$ cat config.mk
export PLATFORM = sky130hd
export DESIGN_NAME = lprl_ctrl
export DESIGN_NICKNAME = d
export VERILOG_FILES = /design/src/rtl/lprl_pkg.sv /design/src/rtl/lprl_ctrl.sv
export SDC_FILE = /design/constraint.sdc
export NUM_CORES = 1
export LEC_CHECK = 0
export ABC_AREA = 0
export BUFFER_PORTS_ARGS = -buffer_cell sky130_fd_sc_hd__buf_2
export CAP_MARGIN = 20
export CORE_MARGIN = 1.5
export CORE_UTILIZATION = 40
export CTS_BUF_LIST = sky130_fd_sc_hd__clkbuf_8
export DETAILED_ROUTE_END_ITERATION = 6
export GPL_ROUTABILITY_DRIVEN = 0
export PLACE_DENSITY_LB_ADDON = 0.25
export SYNTH_ARGS = -nofsm -noshare
export SYNTH_HDL_FRONTEND = slang
export SYNTH_SLANG_ARGS = --single-unit
$ cat constraint.sdc
create_clock -name clk -period 1.45 [get_ports clk]
set_input_delay 0.2175 -clock clk [delete_from_list [all_inputs] [get_ports clk]]
set_output_delay 0.2175 -clock clk [all_outputs]
set_load 0.01 [all_outputs]
$ cat src/rtl/lprl_pkg.sv
// ----------------------------------------------------------------------------
// lprl_pkg: shared types and constants for the route lookup
// Table geometry, command codes, cell control structs and best-match merge.
// ----------------------------------------------------------------------------
`default_nettype none

package lprl_pkg;

	localparam int TABLE_DEPTH = 1024;
	localparam int IDX_W       = $clog2(TABLE_DEPTH);
	localparam int CNT_W       = IDX_W + 1;
	localparam int NCELL       = 8;
	localparam int CELL_W      = $clog2(NCELL);
	localparam int SLICE       = TABLE_DEPTH / NCELL;
	localparam int ROW_W       = IDX_W - CELL_W;
	localparam int ADDR_W      = 32;
	localparam int PORT_W      = 8;

	localparam logic CMD_WRITE  = 1'b0;
	localparam logic CMD_LOOKUP = 1'b1;

	typedef struct packed {
		logic [ADDR_W-1:0] prefix;
		logic [ADDR_W-1:0] mask;
		logic [ADDR_W-1:0] hop;
		logic [PORT_W-1:0] port;
	} route_entry_t;

	typedef struct packed {
		logic              hit;
		logic [ADDR_W-1:0] mask;
		logic [ADDR_W-1:0] hop;
		logic [PORT_W-1:0] port;
	} route_best_t;

	typedef struct packed {
		logic              we;
		logic [CELL_W-1:0] bank;
		logic [ROW_W-1:0]  row;
		route_entry_t      data;
	} entry_wr_t;

	typedef struct packed {
		logic              clear;
		logic              rd_en;
		logic [ROW_W-1:0]  rd_row;
		logic              cmp_en;
		logic [ROW_W-1:0]  cmp_row;
		logic [ADDR_W-1:0] addr;
		logic [CNT_W-1:0]  limit;
	} scan_ctl_t;

	// Keep prev unless cur hits and prev misses or cur has a strictly greater mask: earlier slot wins ties.
	function automatic route_best_t best_merge(route_best_t prev, route_best_t cur);
		route_best_t res;
		res = prev;
		if (cur.hit && (!prev.hit || (cur.mask > prev.mask))) begin
			res = cur;
		end
		return res;
	endfunction

endpackage

`default_nettype wire

$ cat src/rtl/lprl_ctrl.sv
// ----------------------------------------------------------------------------
// lprl_ctrl: lookup sequencer
// Steps the row counter over the slices, then waits for the chain to settle
// and signals when the result may be loaded.
// ----------------------------------------------------------------------------
`default_nettype none

module lprl_ctrl
	import lprl_pkg::*;
(
	input  wire logic              clk,
	input  wire logic              arst_n,
	input  wire logic              start,
	input  wire logic [ADDR_W-1:0] addr,
	input  wire logic [CNT_W-1:0]  entry_count,
	input  wire logic              out_busy,
	output logic                   idle,
	output logic                   load,
	output scan_ctl_t              ctl
);

	localparam int DRN_N = NCELL + 2;
	localparam int DRN_W = $clog2(DRN_N);

	localparam logic [1:0] ST_IDLE  = 2'd0;
	localparam logic [1:0] ST_SCAN  = 2'd1;
	localparam logic [1:0] ST_DRAIN = 2'd2;

	logic [1:0]        state_q;
	logic [ROW_W-1:0]  row_q;
	logic [DRN_W-1:0]  drain_q;
	logic              cmp_en_s1;
	logic [ROW_W-1:0]  cmp_row_s1;
	logic [ADDR_W-1:0] addr_q;
	logic [CNT_W-1:0]  limit_q;
	logic              drain_last;

	assign idle       = (state_q == ST_IDLE);
	assign drain_last = (state_q == ST_DRAIN) && (drain_q == DRN_W'(DRN_N - 1));
	assign load       = drain_last && !out_busy;

	always_ff @(posedge clk or negedge arst_n) begin
		if (!arst_n) begin
			state_q    <= ST_IDLE;
			row_q      <= '0;
			drain_q    <= '0;
			cmp_en_s1  <= 1'b0;
			cmp_row_s1 <= '0;
		end else begin
			cmp_en_s1  <= (state_q == ST_SCAN);
			cmp_row_s1 <= row_q;
			unique case (state_q)
				ST_IDLE: begin
					row_q   <= '0;
					drain_q <= '0;
					if (start) begin
						state_q <= ST_SCAN;
					end
				end
				ST_SCAN: begin
					row_q <= row_q + 1'b1;
					if (row_q == ROW_W'(SLICE - 1)) begin
						state_q <= ST_DRAIN;
					end
				end
				ST_DRAIN: begin
					// hold on the last count until the output register is free
					if (!drain_last) begin
						drain_q <= drain_q + 1'b1;
					end else if (!out_busy) begin
						state_q <= ST_IDLE;
					end
				end
				default: begin
					state_q <= ST_IDLE;
				end
			endcase
		end
	end

	always_ff @(posedge clk) begin
		if (start) begin
			addr_q  <= addr;
			limit_q <= (entry_count > CNT_W'(TABLE_DEPTH)) ? CNT_W'(TABLE_DEPTH)
			                                                : entry_count;
		end
	end

	always_comb begin
		ctl.clear   = start;
		ctl.rd_en   = (state_q == ST_SCAN);
		ctl.rd_row  = row_q;
		ctl.cmp_en  = cmp_en_s1;
		ctl.cmp_row = cmp_row_s1;
		ctl.addr    = addr_q;
		ctl.limit   = limit_q;
	end

endmodule

`default_nettype wire

=== Yosys cells after proc, flatten, opt, wreduce, memory -nomap -nowiden ===
Cells that the tools add are included.
Widths: inputs -> output; s select.

* Output and inout bits: 62
* Word-level logic and storage cells: 35
* Input bits: 47
* Flip-flop bits (word level): 64

* Magnitude comparators: 1
* Add/sub/neg operators: 2
* Mux-type cells: 8
* Reduce and logical (&&, ||, !) cells: 8
* Eq/ne operators: 9

{| class="wikitable"
|+ Operators by type and width
! cell !! number
|-
| $pmux 7 s2 || 1
|-
| $gt 11x11->1 const B || 1
|-
| $mux 2 || 4
|-
| $ne 2x2->1 const B || 4
|-
| $pmux 4 s2 || 1
|-
| $add 7x1->7 const B || 1
|-
| $eq 7x7->1 const B || 1
|-
| $pmux 2 s3 || 1
|-
| $add 4x1->4 const B || 1
|-
| $eq 4x4->1 const B || 1
|-
| $mux 4 || 1
|-
| $reduce_and 4->1 || 1
|-
| $reduce_bool 2->1 || 2
|-
| $eq 2x1->1 const B || 1
|-
| $eq 2x2->1 const B || 1
|-
| $logic_and 1x1->1 || 2
|-
| $logic_not 2->1 || 1
|-
| $ne 2x1->1 const B || 1
|-
| $reduce_and 2->1 || 1
|-
| $logic_not 1->1 || 1
|}

=== Logic depth before layout (Yosys ltp) ===
Gate-level depths: netlist (run 1).

* Word-level depth: 4
* Gate-level depth with buffers: 5
* Mapped depth without buffers: 5

=== Least setup slack after synthesis (run 1) ===
No wires, ideal clock.

* Path kind: reg-to-reg
* Start point: register row_q[0]
* End point: register row_q[6]
* Clock period less this slack: 1.373 ns
* Library setup time: 0.069 ns
* Slack: 0.077 ns
* Cell stages (with the launch flop): 5
* Buffers on the path: 0
* Arrival time: 1.304 ns
* Data required time: 1.381 ns
* Path through: dfrtp_1 ha_1 nand3_1 or4_1 nand3_1

* Longest elaborated chain between the ends: 2

{| class="wikitable"
|+ RTL lines
! element !! line !! RTL
|-
| from (decl) || lprl_ctrl.sv:30 || <nowiki>logic [ROW_W-1:0] row_q;</nowiki>
|-
| from (signal assigned) || lprl_ctrl.sv:61 || <nowiki>row_q <= row_q + 1'b1;</nowiki>
|-
| $add 7x1->7 || lprl_ctrl.sv:61 ||
|-
| $pmux 7 s2 || lprl_ctrl.sv:52 || <nowiki>unique case (state_q)</nowiki>
|}

No other way between the ends.
A chain may end at the register's enable or synchronous reset.

=== Final worst setup path (run 1) ===
* Start point: register drain_q[1]
* End point: output load

* Longest elaborated chain between the ends: 3

{| class="wikitable"
|+ RTL lines
! element !! line !! RTL
|-
| from (decl) || lprl_ctrl.sv:31 || <nowiki>logic [DRN_W-1:0] drain_q;</nowiki>
|-
| from (signal assigned) || lprl_ctrl.sv:69 || <nowiki>drain_q <= drain_q + 1'b1;</nowiki>
|-
| $eq 4x4->1 || lprl_ctrl.sv:39 || <nowiki>assign drain_last = (state_q == ST_DRAIN) && (drain_q == DRN_W'(DRN_N - 1));</nowiki>
|-
| $logic_and 1x1->1 || lprl_ctrl.sv:39 ||
|-
| $logic_and 1x1->1 || lprl_ctrl.sv:40 || <nowiki>assign load = drain_last && !out_busy;</nowiki>
|-
| to (decl) || lprl_ctrl.sv:18 || <nowiki>output logic load,</nowiki>
|}

No other way between the ends.

==> results of run 1 <==
per-layer routing:
layer	vias up	wire, µm
met5	-	0
met4	0	105
met3	11	383
met2	81	2122
met1	722	2067
li1	745	-
registers in the layout, indices dropped and copies added (netlist names):
register and cells:
state_q 2, cmp_en_s1 1, drain_q 4, row_q 7
addr_q 32, limit_q 11, cmp_row_s1 7
power by group through the flow:
| stage | Clock (mW) | Combinational [mW] | Sequential [mW] |
|---|---|---|---|
| finish | 1.20 | 0.991 | 2.29 |
| CTS | 1.24 | 0.840 | 2.30 |
| floorplan | 0 | 0.347 | 2.37 |
| global route | 1.32 | 1.11 | 2.31 |
| global placement | 0 | 0.755 | 2.32 |
| detailed placement | 0 | 0.754 | 2.34 |
cell type report:
| class | instances | share of cell area |
|---|---|---|
| clock inverter | 7 | 0.01014 |
| inverter | 2 | 0.003121 |
| timing repair buffer | 127 | 0.2236 |
| tap | 72 | 0.02809 |
| clock buffer | 9 | 0.03863 |
| sequential | 64 | 0.5673 |
| multi-input combinational | 59 | 0.1291 |
what timing repair did:
action                                 in CTS  in global routing
resized for setup                           5                  5
endpoints found under the hold margin      21                  0
pin swaps                                   1                  1
setup endpoints to repair                   3                  3
hold buffers                                1                  0
buffers inserted                            3                  7
final timing paths:
| path | start | to | slack (ns) | cells past startpoint |
|---|---|---|---|---|
| min in group asynchronous | arst_n | row_q[3]$_DFFE_PN0P_ | 0.39 | 2 |
| worst min-delay path | addr[8] | addr_q[8]$_DFFE_PP_ | 0.07 | 1 |
| worst max register to register | drain_q[1]$_DFFE_PN0P_ | drain_q[0]$_DFFE_PN0P_ | 0.02 | 7 |
| max in group asynchronous | arst_n | state_q[1]$_DFFE_PN0P_ | 0.71 | 2 |
| worst max-delay path | drain_q[1]$_DFFE_PN0P_ | load | -0.12 | 5 |
| worst min register to register | row_q[5]$_DFFE_PN0P_ | cmp_row_s1[5]$_DFF_PN0_ | 0.48 | 0 |
synth_stat cells (2+ instances only):
library cell / instances
dfrtp_1: 21
xor2_1: 2
nor2_1: 4
nand2_1: 7
o21ai_0: 6
ha_1: 3
a21oi_1: 2
buf_4: 2
clkbuf_1: 2
nor2b_1: 11
edfxtp_1: 43
inv_1: 2
mux2i_1: 2
nand3_1: 5
buf_2: 2
worst max-delay path: stages (launching register included):
cell,delay [ns]
dfrtp_1,0.37
inv_1,0.05
ha_1,0.13
nand3b_1,0.14
nor3b_2,0.19
buf_2,0.15
stage by stage:
stage               std cells  hold slack [ns]  worst slack, ns  power (mW)  area [µm²]
floorplan                 131         -0.07809          0.07718       2.721        2246
global placement          313           0.1955           0.1618       3.076        2917
detailed placement        313           0.2013           0.1101       3.089        2917
CTS                       333          0.05250          -0.1111       4.372        3120
global route              340          0.05513          -0.2332       4.740        3207
finish                    340          0.06813          -0.1152       4.485        3207
kinds of logic after synthesis:
kind of cell    share of synthesized area
xor+xnor                         0.007801
compound gates                    0.04513
flops                              0.8089
buf+inv                           0.01783
simple gates                      0.08971
fa+ha+maj                         0.01671
mux                               0.01393
==> results.json, run 1 <==
{
  "outcome": "finished with violations",
  "failed_checks": "negative setup slack",
  "crit_required_ns": 1.23,
  "met3_usage": 0.04000,
  "finish.net_count": 313,
  "crit_type": "flip-flop to primary output",
  "synth_nets": 181,
  "first_pass_iters": 4,
  "clockPowerShare": 0.268,
  "fin_crit_sh": 1.079,
  "finalSetupTns_ns": -0.1152,
  "drcViolationCount": 0,
  "dp_hpwl_um": 3191,
  "die_area_um2": 6073,
  "layout-drive-gt1-share": 0.5522,
  "path_max_fanout": 2,
  "port-buffer-count": 108,
  "powerDensity_nw_per_um2": 1399,
  "p_comb_frac": 0.221,
  "clock.fmax_mhz": 638.9,
  "synth_area_um2": 2246,
  "p_seq_frac": 0.512,
  "rsz0062_at_grt": "true",
  "skew_ns": 0.005809,
  "top_usage_layer": "met2",
  "period_minus_slack_ns": 1.565,
  "antenna_found_initial": 0,
  "final_cell_mix": "buf_2, edfxtp_1, dfrtp_1",
  "syn-mean-instance-area_um2": 17.14,
  "grt_max_degree": 22,
  "irDropWorstVdd_v": 0.0008540,
  "first_global_vias": 1471,
  "clkTransAtPathRegs_ns": 0.06,
  "vias": 1559,
  "die_x_um": 77.93,
  "startpoint_type": "flip-flop",
  "cts_buffers": 9,
  "start_util": 0.4104,
  "seqCellArea_um2": 1819,
  "grt_util_met1": 0.2027,
  "cts_tree": "done",
  "grt_use_total": 0.1559,
  "drt_iter0_markers": 54,
  "endpoint_kind": "primary output",
  "switching_share": 0.2702,
  "async_flop_share": 0.3281,
  "relSlewSlack": 0.6842,
  "synth.area.top_cells": "edfxtp_1, dfrtp_1, nor2b_1",
  "synth_cells": 131,
  "ys_types": 32,
  "htreeDepth": 3,
  "pin_count": 109,
  "areaGrowthSynthToFinish_pct": 42.79,
  "numClockSinks": 64,
  "cap_violations": 0,
  "via_per_inst": 4.585,
  "intPower_mw": 3.273,
  "postRouteAntennaNets": 0,
  "fin_ws_ns": -0.1152,
  "p_sw_mw": 1.212,
  "grt_pass1_wl_um": 6982,
  "hold_viol": 0,
  "yosysWarnings": 0,
  "diodes": 0,
  "final_common_cell": "buf_2",
  "arrival_ns": 1.35,
  "worst_skew_pair.late_latency_ns": 0.32,
  "fin_util": 0.5860,
  "num_rows": 27,
  "grtUsageMet2": 0.2330,
  "cts-root-buf": "clkbuf_8",
  "fillCellCount": 473,
  "synth-seq-cells": 64,
  "chipHeight_um": 77.93,
  "synth-edff-count": 43,
  "grt_overflow": 0,
  "ys.flop_type": "edfxtp_1",
  "ys_seq_area_frac": 0.8089,
  "totalWireLength_um": 4678,
  "wire_per_inst_um": 13.76,
  "p_leak_nw": 1.517,
  "hold_path_class": "input pin to flip-flop",
  "yosysTopAreaCell": "edfxtp_1",
  "core_area_um2": 5473,
  "yosys.area.top_type_share": 0.5749,
  "cts_max_path_buffers": 2,
  "max_slew.worst_pin.slew_ns": 0.4737,
  "finalSetupViolCount": 1,
  "multi_input_area_um2": 414.1,
  "slew_violations": 0
}
No activity file was read; power rests on OpenSTA's default activity.
==> run 2: changes to the inputs <==
Settings changed: PLACE_DENSITY set to 0.77, PLACE_DENSITY_LB_ADDON 0.25 to not set.
==> run 2 against run 1 <==
- sequential power about the same
- critical path depth is the same
- routed wire length shrank 2.7%
- the run still ends with negative setup slack left
- power increased by 7.4%
- count of clock-buffer cells in the layout is the same
- first-iteration DRC count shrank 28%
- worst setup slack worse by 0.036 ns
- global-route usage fell by 0.24 points
==> results.json, run 2 (synthesis results as in run 1) <==
{
  "r2r_end": "drain_q[0]$_DFFE_PN0P_",
  "intPower_mw": 3.596,
  "cts_tree": "done",
  "totalWireLength_um": 4553,
  "areaGrowthSynthToFinish_pct": 43.01,
  "vias": 1540,
  "seqCellArea_um2": 1819,
  "grt_overflow": 0,
  "p_comb_frac": 0.198,
  "skew_ns": 0.006296,
  "p_seq_frac": 0.474,
  "fin_ws_ns": -0.1517,
  "core_area_um2": 5473,
  "failed_checks": "negative setup slack",
  "grt_max_degree": 36,
  "dp_hpwl_um": 3244,
  "clockPowerShare": 0.329,
  "outcome": "finished with violations",
  "r2r_start": "drain_q[1]$_DFFE_PN0P_",
  "drt_iter0_markers": 39,
  "place_area_um2": 2909,
  "cts_max_path_buffers": 2,
  "antenna_found_initial": 0,
  "endpoint": "load",
  "switching_share": 0.2538,
  "grt_use_total": 0.1535,
  "die_x_um": 77.93,
  "first_pass_iters": 2,
  "arrival_ns": 1.38,
  "fin_crit_sh": 1.105,
  "final_cell_area_um2": 3212,
  "pin_count": 109,
  "crit_start": "drain_q[1]$_DFFE_PN0P_",
  "die_area_um2": 6073,
  "htreeDepth": 3,
  "reg2regPathDepth": 7,
  "irDropWorstVdd_v": 0.001029,
  "via_per_inst": 4.597,
  "layout-drive-gt1-share": 0.5589,
  "period_minus_slack_ns": 1.602,
  "grt_pass1_wl_um": 6851,
  "regMostFlops": "addr_q",
  "num_rows": 27,
  "startpoint_type": "flip-flop",
  "p_leak_nw": 1.499,
  "endpoint_kind": "primary output",
  "top_regs": "addr_q (32), limit_q (11)",
  "rrSetupSlack_ns": 0.03,
  "fin_cells": 335,
  "slew_violations": 0,
  "clkTransAtPathRegs_ns": 0.07,
  "placedCellCount": 312,
  "relSlewSlack": 0.6975,
  "max_slew.worst_pin.slew_ns": 0.4538,
  "cts-root-buf": "clkbuf_8",
  "final_cell_mix": "buf_2, edfxtp_1, dfrtp_1",
  "path_max_fanout": 2,
  "crit_type": "flip-flop to primary output",
  "final_common_cell": "buf_2",
  "hold_ws_ns": 0.06551,
  "rsz0062_at_grt": "true",
  "hold_path_class": "input pin to flip-flop",
  "p_sw_mw": 1.223,
  "finish.net_count": 309,
  "clock.fmax_mhz": 624.3,
  "port-buffer-count": 108,
  "drcViolationCount": 0,
  "start_util": 0.4104,
  "cts_buffers": 9,
  "fillCellCount": 456,
  "finalSetupViolCount": 1,
  "hold_viol": 0,
  "powerDensity_nw_per_um2": 1500,
  "worst_skew_pair.late_latency_ns": 0.32,
  "largest_reg_flops": 32,
  "multi_input_area_um2": 411.6,
  "diodes": 0,
  "numClockSinks": 64,
  "finalSetupTns_ns": -0.1517,
  "first_global_vias": 1451,
  "cap_violations": 0,
  "crit_required_ns": 1.23,
  "chipHeight_um": 77.93,
  "postRouteAntennaNets": 0,
  "wire_per_inst_um": 13.59
}
-- run 2: cell types whose count changed in the layout (fill, tap and decap cells not counted) --
cell | before | now
buf_4 | 16 | 13
inv_2 | 0 | 1
nand2_1 | 7 | 6
buf_12 | 2 | 1
clkinv_2 | 2 | 1
nand2_2 | 0 | 1
inv_1 | 4 | 1
clkinv_4 | 0 | 1
bufinv_16 | 0 | 2
nor2b_4 | 1 | 0
nor2b_2 | 0 | 1
inv_4 | 1 | 0
-- run 2: power by group through the flow --
stage	clock (mW)	sequential (mW)	combinational (mW)
floorplan	0	2.37	0.347
global placement	0	2.33	0.748
detailed placement	0	2.34	0.768
CTS	1.63	2.28	0.919
global route	1.72	2.30	1.06
finish	1.58	2.28	0.953
-- run 2: worst max-delay path: stages, from the launching register on --
cell,delay [ns]
dfrtp_1,0.39
inv_1,0.07
ha_1,0.14
nand3b_1,0.14
nor3b_2,0.17
buf_2,0.14
-- run 2: layout make-up --
type / count / share of cell area
Timing Repair Buffer: 123 / 0.2100
Clock buffer: 9 / 0.03857
Inverter: 2 / 0.002337
Sequential cell: 64 / 0.5664
Clock inverter: 6 / 0.02649
Tap cell: 72 / 0.02805
Multi-Input combinational cell: 59 / 0.1282
-- run 2: through the flow --
stage                     setup slack, ns  utilization  total power [mW]
after floorplan                   0.07718            -             2.721
after global placement             0.1137       0.5316             3.075
after detailed placement          0.06829       0.5316             3.106
after CTS                         -0.1597       0.5839             4.826
after global routing              -0.2258       0.5869             5.078
final                             -0.1517       0.5869             4.819
-- run 2: worst min-delay path by stage --
| stage | start | endpoint | cells past startpoint |
|---|---|---|---|
| after global routing | addr[23] | addr_q[23]$_DFFE_PP_ | 1 |
| after global placement | arst_n | state_q[1]$_DFFE_PN0P_ | 1 |
| final | addr[28] | addr_q[28]$_DFFE_PP_ | 1 |
| after CTS | addr[23] | addr_q[23]$_DFFE_PP_ | 1 |
| after floorplan | arst_n | cmp_en_s1$_DFF_PN0_ | 0 |
| after detailed placement | arst_n | state_q[1]$_DFFE_PN0P_ | 1 |
-- run 2: timing repair --
item / 4_1_cts / 5_1_grt
hold buffers: 1 / 0
setup buffers: 6 / 1
endpoints found under the hold margin: 21 / 0
pin swaps: 1 / 1
gates resized for setup: 7 / 2
setup endpoints to repair: 3 / 4
-- run 2: routing by layer --
| layer | track usage | part of all wire |
|---|---|---|
| met1 | 0.1842 | 0.41 |
| met2 | 0.2574 | 0.49 |
| met3 | 0.03882 | 0.088 |
| met4 | 0.07500 | 0.014 |
| met5 | 0 | 0 |
